**src/tsc_pkg.sv**
```systemverilog
package tsc_pkg;

  localparam int WORD_W        = 64;
  localparam int COL_IN_W      = 3;
  localparam int LEN_W         = 7;
  localparam int LZ_W          = 5;
  localparam int TZ_W          = 6;
  localparam int WIN_W         = 6;
  localparam int MAX_CODE_BITS = 77;
  localparam int HI_W          = MAX_CODE_BITS - WORD_W;

  localparam int REUSE_HDR_BITS = 2;
  localparam int NEW_HDR_BITS   = 13;
  localparam int FIRST_DELTA_W  = 14;

  localparam logic [6:0]  BIAS_C1 = 7'd63;
  localparam logic [8:0]  BIAS_C2 = 9'd255;
  localparam logic [11:0] BIAS_C3 = 12'd2047;

  localparam logic signed [WORD_W-1:0] C1_MIN = -64'sd62;
  localparam logic signed [WORD_W-1:0] C1_MAX = 64'sd63;
  localparam logic signed [WORD_W-1:0] C2_MIN = -64'sd254;
  localparam logic signed [WORD_W-1:0] C2_MAX = 64'sd255;
  localparam logic signed [WORD_W-1:0] C3_MIN = -64'sd2046;
  localparam logic signed [WORD_W-1:0] C3_MAX = 64'sd2047;

  localparam logic [1:0] PFX_C1    = 2'b01;
  localparam logic [2:0] PFX_C2    = 3'b011;
  localparam logic [3:0] PFX_C3    = 4'b0111;
  localparam logic [3:0] PFX_C4    = 4'b1111;
  localparam logic [1:0] PFX_REUSE = 2'b01;
  localparam logic [1:0] PFX_NEW   = 2'b11;

  typedef enum logic [1:0] {
    CMD_HDR_TIME  = 2'd0,
    CMD_HDR_VALUE = 2'd1,
    CMD_SMP_TIME  = 2'd2,
    CMD_SMP_VALUE = 2'd3
  } cmd_t;

  typedef struct packed {
    logic              col_ok;
    logic              pending;
    logic [WORD_W-1:0] prev_time;
    logic [WORD_W-1:0] prev_delta;
    logic [WORD_W-1:0] prev_value;
    logic              win_valid;
    logic [WIN_W-1:0]  win_leading;
    logic [WIN_W-1:0]  win_trailing;
  } hist_view_t;

  typedef struct packed {
    logic              time_we;
    logic              pending;
    logic [WORD_W-1:0] time_val;
    logic              delta_we;
    logic [WORD_W-1:0] delta_val;
    logic              value_we;
    logic [WORD_W-1:0] value;
    logic              win_we;
    logic [WIN_W-1:0]  win_leading;
    logic [WIN_W-1:0]  win_trailing;
  } hist_upd_t;

  typedef struct packed {
    logic [WORD_W-1:0] lo;
    logic [HI_W-1:0]   hi;
    logic [LEN_W-1:0]  n;
  } code_t;

endpackage

```
**src/tsc_in_if.sv**
```systemverilog
interface tsc_in_if;
  logic                          valid;
  logic                          ready;
  logic [1:0]                    cmd;
  logic [tsc_pkg::COL_IN_W-1:0]  column;
  logic [tsc_pkg::WORD_W-1:0]    word;

  modport source (output valid, output cmd, output column, output word, input ready);
  modport sink (input valid, input cmd, input column, input word, output ready);
endinterface

```
**src/tsc_out_if.sv**
```systemverilog
interface tsc_out_if;
  logic                        valid;
  logic                        ready;
  logic [tsc_pkg::WORD_W-1:0]  chunk_bits;
  logic [tsc_pkg::LEN_W-1:0]   chunk_length;
  logic                        last_chunk;

  modport source (output valid, output chunk_bits, output chunk_length, output last_chunk,
                  input ready);
  modport sink (input valid, input chunk_bits, input chunk_length, input last_chunk,
                output ready);
endinterface

```
**src/time_series_xor_compressor_top.sv**
```systemverilog
// Time-series XOR stream packer.
// sample_in carries one word per transaction: cmd selects header timestamp,
// header value, sample timestamp or sample value; column picks the value
// history for sample values. chunk_out carries the packed stream in chunks
// of 1..64 bits, bit 0 first; last_chunk marks the final chunk of a word.
// A word that is taken sits in the input register; if it has a chunk, it
// then moves to the output register, which offers its first chunk.
// One word per cycle while codes fit in 64 bits and chunk_out is ready. A
// code longer than 64 bits (a raw-length value field plus header) leaves as
// two chunks, so that word holds the output register for both of them.
// A sample value for a column at or above NUM_COLUMNS gives no chunk.
// Reset (rst, synchronous) empties both registers, zeroes all time and
// value history, clears the zero windows and arms the first-sample delta.
// When chunk_out stalls, the output register holds its chunk; the input
// register still takes words, and sample_in.ready drops once it holds one
// with a chunk, until the output register frees up.
module time_series_xor_compressor_top #(
  parameter int NUM_COLUMNS = 8
) (
  input  logic      clk,
  input  logic      rst,
  tsc_in_if.sink    sample_in,
  tsc_out_if.source chunk_out
);

  logic                          s1_valid;
  tsc_pkg::cmd_t                 s1_cmd;
  logic [tsc_pkg::COL_IN_W-1:0]  s1_column;
  logic [tsc_pkg::WORD_W-1:0]    s1_word;

  tsc_pkg::hist_view_t           view;
  tsc_pkg::hist_upd_t            upd;
  tsc_pkg::code_t                code;
  logic                          has_result;

  logic                          ob_valid;
  logic                          ob_phase;
  tsc_pkg::code_t                ob_code;
  logic                          ob_long;
  logic                          ob_last_shown;
  logic                          out_fire;
  logic                          ob_free;
  logic                          s1_adv;
  logic                          in_fire;

  assign ob_long       = (ob_code.n > tsc_pkg::LEN_W'(tsc_pkg::WORD_W));
  assign ob_last_shown = ob_phase || !ob_long;
  assign out_fire      = chunk_out.valid && chunk_out.ready;
  assign ob_free       = !ob_valid || (out_fire && ob_last_shown);
  // words without a chunk drop out even while the output register is busy
  assign s1_adv        = s1_valid && (!has_result || ob_free);
  assign sample_in.ready = !s1_valid || s1_adv;
  assign in_fire       = sample_in.valid && sample_in.ready;

  always_ff @(posedge clk) begin
    if (rst) begin
      s1_valid <= 1'b0;
    end else if (in_fire) begin
      s1_valid <= 1'b1;
    end else if (s1_adv) begin
      s1_valid <= 1'b0;
    end
  end

  always_ff @(posedge clk) begin
    if (in_fire) begin
      s1_cmd    <= tsc_pkg::cmd_t'(sample_in.cmd);
      s1_column <= sample_in.column;
      s1_word   <= sample_in.word;
    end
  end

  tsc_history #(
    .NUM_COLUMNS(NUM_COLUMNS)
  ) u_history (
    .clk    (clk),
    .rst    (rst),
    .commit (s1_adv),
    .column (s1_column),
    .upd    (upd),
    .view   (view)
  );

  tsc_encoder u_encoder (
    .cmd        (s1_cmd),
    .word       (s1_word),
    .view       (view),
    .has_result (has_result),
    .code       (code),
    .upd        (upd)
  );

  always_ff @(posedge clk) begin
    if (rst) begin
      ob_valid <= 1'b0;
      ob_phase <= 1'b0;
    end else if (s1_adv && has_result) begin
      ob_valid <= 1'b1;
      ob_phase <= 1'b0;
    end else if (out_fire) begin
      if (ob_last_shown) begin
        ob_valid <= 1'b0;
      end else begin
        ob_phase <= 1'b1;
      end
    end
  end

  always_ff @(posedge clk) begin
    if (s1_adv && has_result) ob_code <= code;
  end

  assign chunk_out.valid        = ob_valid;
  assign chunk_out.chunk_bits   = ob_phase ? tsc_pkg::WORD_W'(ob_code.hi) : ob_code.lo;
  assign chunk_out.chunk_length = ob_phase ? (ob_code.n - tsc_pkg::LEN_W'(tsc_pkg::WORD_W))
                                  : (ob_long ? tsc_pkg::LEN_W'(tsc_pkg::WORD_W) : ob_code.n);
  assign chunk_out.last_chunk   = ob_last_shown;

endmodule

```
**src/tsc_encoder.sv**
```systemverilog
module tsc_encoder (
  input  tsc_pkg::cmd_t                cmd,
  input  logic [tsc_pkg::WORD_W-1:0]   word,
  input  tsc_pkg::hist_view_t          view,
  output logic                         has_result,
  output tsc_pkg::code_t               code,
  output tsc_pkg::hist_upd_t           upd
);

  localparam int W = tsc_pkg::WORD_W;
  localparam int A = tsc_pkg::MAX_CODE_BITS;

  // Index of the lowest set bit; the isolated bit is one-hot, so OR its positions.
  function automatic logic [tsc_pkg::TZ_W-1:0] low_index(input logic [W-1:0] v);
    logic [W-1:0]              iso;
    logic [tsc_pkg::TZ_W-1:0]  idx;
    iso = v & (~v + W'(1));
    idx = '0;
    for (int i = 0; i < W; i++) begin
      if (iso[i]) idx = idx | tsc_pkg::TZ_W'(i);
    end
    return idx;
  endfunction

  function automatic logic [W-1:0] reverse(input logic [W-1:0] v);
    logic [W-1:0] r;
    for (int i = 0; i < W; i++) r[i] = v[W-1-i];
    return r;
  endfunction

  logic [W-1:0]               delta1;
  logic [W-1:0]               dod;
  logic signed [W-1:0]        sdod;
  logic [W-1:0]               x;
  logic                       x_zero;
  logic [tsc_pkg::TZ_W-1:0]   tz;
  logic [tsc_pkg::TZ_W-1:0]   lz_full;
  logic [tsc_pkg::LZ_W-1:0]   lzs;
  logic [tsc_pkg::LEN_W-1:0]  len;
  logic [W-1:0]               payload;
  logic                       reuse;
  logic [A-1:0]               acc;
  logic [tsc_pkg::LEN_W-1:0]  n;
  logic [6:0]                 d7;
  logic [8:0]                 d9;
  logic [11:0]                d12;

  assign delta1 = word - view.prev_time;
  assign dod    = delta1 - view.prev_delta;
  assign sdod   = $signed(dod);
  assign d7     = dod[6:0] + tsc_pkg::BIAS_C1;
  assign d9     = dod[8:0] + tsc_pkg::BIAS_C2;
  assign d12    = dod[11:0] + tsc_pkg::BIAS_C3;

  assign x       = word ^ view.prev_value;
  assign x_zero  = (x == '0);
  assign tz      = low_index(x);
  assign lz_full = low_index(reverse(x));
  // saturate leading zeros so they fit the 5-bit field
  assign lzs     = lz_full[tsc_pkg::TZ_W-1] ? '1 : lz_full[tsc_pkg::LZ_W-1:0];
  assign len     = tsc_pkg::LEN_W'(W) - tsc_pkg::LEN_W'(lzs) - tsc_pkg::LEN_W'(tz);
  assign payload = x >> tz;
  assign reuse   = view.win_valid && (view.win_leading == tsc_pkg::WIN_W'(lzs))
                   && (view.win_trailing == tz);

  always_comb begin
    acc = '0;
    n   = tsc_pkg::LEN_W'(W);
    unique case (cmd) inside
      tsc_pkg::CMD_HDR_TIME, tsc_pkg::CMD_HDR_VALUE: begin
        acc = A'(word);
        n   = tsc_pkg::LEN_W'(W);
      end
      tsc_pkg::CMD_SMP_TIME: begin
        if (view.pending) begin
          acc = A'(delta1[tsc_pkg::FIRST_DELTA_W-1:0]);
          n   = tsc_pkg::LEN_W'(tsc_pkg::FIRST_DELTA_W);
        end else if (dod == '0) begin
          acc = '0;
          n   = tsc_pkg::LEN_W'(1);
        end else if (sdod >= tsc_pkg::C1_MIN && sdod <= tsc_pkg::C1_MAX) begin
          acc = A'({d7, tsc_pkg::PFX_C1});
          n   = tsc_pkg::LEN_W'(9);
        end else if (sdod >= tsc_pkg::C2_MIN && sdod <= tsc_pkg::C2_MAX) begin
          acc = A'({d9, tsc_pkg::PFX_C2});
          n   = tsc_pkg::LEN_W'(12);
        end else if (sdod >= tsc_pkg::C3_MIN && sdod <= tsc_pkg::C3_MAX) begin
          acc = A'({d12, tsc_pkg::PFX_C3});
          n   = tsc_pkg::LEN_W'(16);
        end else begin
          acc = A'({dod[31:0], tsc_pkg::PFX_C4});
          n   = tsc_pkg::LEN_W'(36);
        end
      end
      tsc_pkg::CMD_SMP_VALUE: begin
        if (x_zero) begin
          acc = '0;
          n   = tsc_pkg::LEN_W'(1);
        end else if (reuse) begin
          acc = (A'(payload) << tsc_pkg::REUSE_HDR_BITS) | A'(tsc_pkg::PFX_REUSE);
          n   = tsc_pkg::LEN_W'(tsc_pkg::REUSE_HDR_BITS) + len;
        end else begin
          // a length of 64 wraps to 0 in the 6-bit field
          acc = (A'(payload) << tsc_pkg::NEW_HDR_BITS)
                | A'({len[5:0], lzs, tsc_pkg::PFX_NEW});
          n   = tsc_pkg::LEN_W'(tsc_pkg::NEW_HDR_BITS) + len;
        end
      end
      default: begin
        acc = '0;
        n   = tsc_pkg::LEN_W'(W);
      end
    endcase
  end

  assign has_result = !((cmd == tsc_pkg::CMD_SMP_VALUE) && !view.col_ok);
  assign code.lo    = acc[W-1:0];
  assign code.hi    = acc[A-1:W];
  assign code.n     = n;

  assign upd.time_we      = (cmd == tsc_pkg::CMD_HDR_TIME) || (cmd == tsc_pkg::CMD_SMP_TIME);
  assign upd.pending      = (cmd == tsc_pkg::CMD_HDR_TIME);
  assign upd.time_val     = word;
  assign upd.delta_we     = (cmd == tsc_pkg::CMD_SMP_TIME);
  assign upd.delta_val    = delta1;
  assign upd.value_we     = (cmd == tsc_pkg::CMD_SMP_VALUE) && view.col_ok;
  assign upd.value        = word;
  assign upd.win_we       = upd.value_we && !x_zero && !reuse;
  assign upd.win_leading  = tsc_pkg::WIN_W'(lzs);
  assign upd.win_trailing = tz;

endmodule

```
**src/tsc_history.sv**
```systemverilog
module tsc_history #(
  parameter int NUM_COLUMNS = 8
) (
  input  logic                          clk,
  input  logic                          rst,
  input  logic                          commit,
  input  logic [tsc_pkg::COL_IN_W-1:0]  column,
  input  tsc_pkg::hist_upd_t            upd,
  output tsc_pkg::hist_view_t           view
);

  localparam int COL_IDX_W = (NUM_COLUMNS > 1) ? $clog2(NUM_COLUMNS) : 1;
  localparam int COL_EXT_W = COL_IDX_W + tsc_pkg::COL_IN_W;

  logic [COL_EXT_W-1:0]        col_ext;
  logic [COL_IDX_W-1:0]        col_idx;
  logic                        col_ok;

  logic                        pending;
  logic [tsc_pkg::WORD_W-1:0]  prev_time;
  // last timestamp delta, i.e. previous time minus the one before it
  logic [tsc_pkg::WORD_W-1:0]  prev_delta;
  logic [tsc_pkg::WORD_W-1:0]  values [NUM_COLUMNS];
  logic [tsc_pkg::WIN_W-1:0]   win_leading [NUM_COLUMNS];
  logic [tsc_pkg::WIN_W-1:0]   win_trailing [NUM_COLUMNS];
  logic [NUM_COLUMNS-1:0]      win_valid;

  assign col_ext = {{COL_IDX_W{1'b0}}, column};
  assign col_idx = col_ext[COL_IDX_W-1:0];
  assign col_ok  = (col_ext < COL_EXT_W'(NUM_COLUMNS));

  always_ff @(posedge clk) begin
    if (rst) begin
      pending    <= 1'b1;
      prev_time  <= '0;
      prev_delta <= '0;
      win_valid  <= '0;
      for (int i = 0; i < NUM_COLUMNS; i++) begin
        values[i]       <= '0;
        win_leading[i]  <= '0;
        win_trailing[i] <= '0;
      end
    end else if (commit) begin
      if (upd.time_we) begin
        prev_time <= upd.time_val;
        pending   <= upd.pending;
      end
      if (upd.delta_we) prev_delta <= upd.delta_val;
      if (upd.value_we) values[col_idx] <= upd.value;
      if (upd.win_we) begin
        win_leading[col_idx]  <= upd.win_leading;
        win_trailing[col_idx] <= upd.win_trailing;
        win_valid[col_idx]    <= 1'b1;
      end
    end
  end

  assign view.col_ok       = col_ok;
  assign view.pending      = pending;
  assign view.prev_time    = prev_time;
  assign view.prev_delta   = prev_delta;
  assign view.prev_value   = values[col_idx];
  assign view.win_valid    = win_valid[col_idx];
  assign view.win_leading  = win_leading[col_idx];
  assign view.win_trailing = win_trailing[col_idx];

endmodule

```
**src/flat_wrapper.sv**
```systemverilog
// flat-port wrapper written by rule: the top's interface ports become plain ports
module time_series_xor_compressor_top_flat 
#(
  parameter int NUM_COLUMNS = 8
)
  (clk, rst, sample_in_valid, sample_in_cmd, sample_in_column, sample_in_word, sample_in_ready, chunk_out_valid, chunk_out_chunk_bits, chunk_out_chunk_length, chunk_out_last_chunk, chunk_out_ready);
  tsc_in_if sample_in_i ();
  tsc_out_if chunk_out_i ();
  input  logic clk;
  input  logic rst;
  input wire logic [$bits(sample_in_i.valid)-1:0] sample_in_valid;
  input wire logic [$bits(sample_in_i.cmd)-1:0] sample_in_cmd;
  input wire logic [$bits(sample_in_i.column)-1:0] sample_in_column;
  input wire logic [$bits(sample_in_i.word)-1:0] sample_in_word;
  output wire logic [$bits(sample_in_i.ready)-1:0] sample_in_ready;
  output wire logic [$bits(chunk_out_i.valid)-1:0] chunk_out_valid;
  output wire logic [$bits(chunk_out_i.chunk_bits)-1:0] chunk_out_chunk_bits;
  output wire logic [$bits(chunk_out_i.chunk_length)-1:0] chunk_out_chunk_length;
  output wire logic [$bits(chunk_out_i.last_chunk)-1:0] chunk_out_last_chunk;
  input wire logic [$bits(chunk_out_i.ready)-1:0] chunk_out_ready;
  assign sample_in_i.valid = sample_in_valid;
  assign sample_in_i.cmd = sample_in_cmd;
  assign sample_in_i.column = sample_in_column;
  assign sample_in_i.word = sample_in_word;
  assign sample_in_ready = sample_in_i.ready;
  assign chunk_out_valid = chunk_out_i.valid;
  assign chunk_out_chunk_bits = chunk_out_i.chunk_bits;
  assign chunk_out_chunk_length = chunk_out_i.chunk_length;
  assign chunk_out_last_chunk = chunk_out_i.last_chunk;
  assign chunk_out_i.ready = chunk_out_ready;
  time_series_xor_compressor_top #(.NUM_COLUMNS(NUM_COLUMNS)) u_core (.clk(clk), .rst(rst), .sample_in(sample_in_i), .chunk_out(chunk_out_i));
endmodule
```
**config.mk**
```make
export PLATFORM = sky130hd
export DESIGN_NAME = time_series_xor_compressor_top_flat
export DESIGN_NICKNAME = d
export VERILOG_FILES = /design/src/tsc_pkg.sv /design/src/tsc_in_if.sv /design/src/tsc_out_if.sv /design/src/time_series_xor_compressor_top.sv /design/src/tsc_encoder.sv /design/src/tsc_history.sv /design/src/flat_wrapper.sv
export SDC_FILE = /design/constraint.sdc
export NUM_CORES = 2
export LEC_CHECK = 0
export BUFFER_PORTS_ARGS = -buffer_cell sky130_fd_sc_hd__buf_2
export CORE_ASPECT_RATIO = 0.7
export CORE_UTILIZATION = 30
export DETAILED_ROUTE_END_ITERATION = 16
export HOLD_SLACK_MARGIN = 0.05
export SKIP_CTS_REPAIR_TIMING = 1
export SLEW_MARGIN = 20
export SYNTH_ARGS = -nofsm -noshare
export SYNTH_HDL_FRONTEND = slang
export SYNTH_SLANG_ARGS = --single-unit
```
**constraint.sdc**
```tcl
create_clock -name clk -period 20.3 [get_ports clk]
set_input_delay 4.06 -clock clk [delete_from_list [all_inputs] [get_ports clk]]
set_output_delay 4.06 -clock clk [all_outputs]
set_load 0.005 [all_outputs]
```
==> run_results.csv <==
group,metric,value,unit
synth,syn_area,0.05858,mm²
setup_path,end_kind,"flop",
sta,clock_skew,0.06855,ns
die,pin_count,147,
setup_path,startpoint_type,"flop",
synth,synth_ff_type,"edfxtp_1",
setup_path,worstPathArrival,11.86,ns
layout,final_cells,8804,
grt,grt_pass1_vias,49550,
status,status,"finished clean",
flow_run,maxCapViolCount,0,
die,die_area,0.1971,mm²
power_and_ir_drop,p_per_area,94.72,mW/mm²
setup_path,crit_fanout,10,
die,core,0.1937,mm²
layout,num-fill-cells,19870,
grt,overflow,0,
sta,slew_headroom,17.00,%
sta,fmax,87.89,MHz
synth,synth_seq_cells,896,
layout,synthToLayoutAreaGrowth,11.80,%
synth,synth_edf_count,753,
clocking,htree_levels,3,
setup_path,cp_common_cell,"a21oi_1",
layout,finalNetCount,6334,
setup_path,max_stage_delay,0.60,ns
clocking,path_clk_slew,0.07,ns
drt,routed_wl,302600,µm
worst_hold_path,hp-class,"reg2reg",
sta,report.final.slew_viol_count,0,
layout,utilization,33.80,%
placed_design,dp_hpwl,230100,µm
clocking,cts_tree,"done",
synth,ys_seq_area_share,43.48,%
drt,routed_via_density,6.156,
sta,worstMarginPinSlew,1.234,ns
drt,wl_per_cell,34.37,µm
synth,syn-num-nets,6305,
synth,synthCells,6088,
synth,yosys_warnings,0,
layout,mostFrequentLayoutCell,"edfxtp_1",
layout,mostFrequentLayoutCells,"edfxtp_1 (753), nand2_1 (459), and2_1 (452)",
power_and_ir_drop,p_leak,23.58,nW
grt,grt_max_degree,67,
clocking,ctsLongestPathBuffers,3,
sta,finalSetupViolCount,0,
setup_path,required,20.78,ns
sta,rsz0062_at_grt,"no",
sta,finalCritPeriodShare,56.05,%
layout,drive_above_1_share,13.37,%
setup_path,crit_path_top_delay_cell,"a311o_1",
drt,postRouteAntennaNets,0,
placed_design,portBuffers,146,
placed_design,place.gp.congestion,1.076,
clocking,clk_latency,0.77,ns
placed_design,post_dp_cell_area,0.06238,mm²
sta,timing.setup.tns,0,ns
drt,drt_iter0_drc,7994,
clocking,cts_root_buffer,"clkbuf_16",
die,die_w,530.2,µm
clocking,numCtsBuffers,94,
grt,grt_pass1_wl,411000,µm
synth,syn_area_per_cell,9.623,µm²
grt,antenna_found_initial,28,
placed_design,placed_cells,8623,
setup_path,r2r_slack,8.92,ns
layout,stdcell_area,0.06549,mm²
die,die_y,371.7,µm
power_and_ir_drop,p_total,6.203,mW
die,num_rows,135,
power_and_ir_drop,peakVddDrop,70.67,µV
grt,track_usage,29.82,%
sta,fin_crit,11.38,ns
drt,first_pass_iters,6,
clocking,clock_sinks,896,
drt,route.detailed.drc,0,
sta,hold_viol_final,0,
synth,synth_cell_types,115,
synth,synthArstFlopShare,0,%
setup_path,critical_path_class,"reg2reg",
die,initial_core_util,30.24,%
drt,dr_total_vias,54200,
[per-stage QoR]
step / worst slack [ns] / hold WS (ns)
global placement: 9.267 / 0.4398
CTS: 9.168 / 0.4553
detailed placement: 9.233 / 0.4472
global route: 8.251 / 0.4685
floorplan: 11.79 / 0.4315
finish: 8.922 / 0.4536
[critical path: cells and delay by family, from the launching register on]
kind,cells,cell delay (ns)
adders and majority gates,3,1.07
AOI/OAI and AO/OA,18,4.81
and+or+nand+nor,12,3.63
buffers and inverters,3,0.85
xor gates and xnor gates,1,0.26
DFF,1,0.47
[cells by family after synthesis]
kind of cell | synth area share (%)
AND/OR/NAND/NOR | 22.06
AO/OA/AOI/OAI | 17.11
flip-flops | 43.48
buffers and inverters | 4.756
multiplexers | 7.563
adder cells (fa/ha/maj) | 3.114
XOR/XNOR | 1.914
[cells in the mapped netlist (35+ instances only)]
cell type	count	area, µm²
a211oi_1	41	307.8
a21o_1	111	833.3
a21oi_1	307	1536
a22o_1	128	1121
a31oi_1	37	231.5
and2_1	452	2828
and3_1	35	219.0
buf_2	69	345.3
clkbuf_1	278	1044
dfxtp_1	143	2863
edfxtp_1	753	22610
ha_1	141	1764
inv_1	208	780.8
mux2_2	164	1847
mux2i_1	191	1912
nand2_1	460	1727
nand2b_1	47	294.0
nand3_1	131	655.6
nand4_1	144	900.9
nor2_1	401	1505
nor2b_1	82	513.0
nor3_1	269	1346
nor4_1	96	600.6
o211ai_1	61	457.9
o21a_1	39	292.8
o21ai_0	243	1216
o21ai_1	41	205.2
o22ai_1	125	782.0
or2_2	40	250.2
or3_1	102	638.1
xnor2_1	91	797.0
xor2_1	37	324.1
[worst paths after layout]
check | to | startpoint | cells after the start
min reg2reg | u_core.u_history.prev_time[15]$_SDFFE_PP0P_ | u_core.u_history.prev_time[15]$_SDFFE_PP0P_ | 2
max | u_core.ob_code[38]$_DFFE_PP_ | u_core.s1_word[0]$_DFFE_PP_ | 37
min | u_core.u_history.prev_time[15]$_SDFFE_PP0P_ | u_core.u_history.prev_time[15]$_SDFFE_PP0P_ | 2
max reg2reg | u_core.ob_code[38]$_DFFE_PP_ | u_core.s1_word[0]$_DFFE_PP_ | 37
[sequential cells by signal (all words and copies together) (netlist names), 2 cells and up, named ones only]
| register | flops |
|---|---|
| u_core.s1_column | 3 |
| u_core.u_history.win_leading | 40 |
| u_core.u_history.prev_time | 64 |
| u_core.u_history.win_valid | 8 |
| u_core.s1_cmd | 2 |
| u_core.ob_code | 84 |
| u_core.u_history.values | 512 |
| u_core.u_history.prev_delta | 64 |
| u_core.u_history.win_trailing | 48 |
| u_core.s1_word | 64 |
[area by class of cell]
type                       count  area (µm²)  area share [%]
multi-input combinational   4555       30570           46.68
sequential                   896       25480           38.91
tap                         2603        3257           4.973
clock buffer                 131        2636           4.025
timing repair buffer         346        2235           3.412
inverter                     224       844.6           1.290
clock inverter                39       440.4          0.6725
antenna                       10       25.02         0.03821
[metal layers]
layer  GRT usage [%]  wire length [µm]  vias to the layer above
li1                -                 -                    22960
met1           43.01            134200                    27260
met2           40.21            116200                     3387
met3           10.59             39320                      565
met4           10.61             12760                       20
met5               0               146                        -
[power breakdown]
group | internal, mW | switching, mW | total (mW)
clock | 0.944 | 0.813 | 1.76
combinational | 0.651 | 1.68 | 2.33
sequential | 2.08 | 0.0437 | 2.12
total | 3.67 | 2.53 | 6.20
Note: power is estimated with default switching activity, not from simulation.
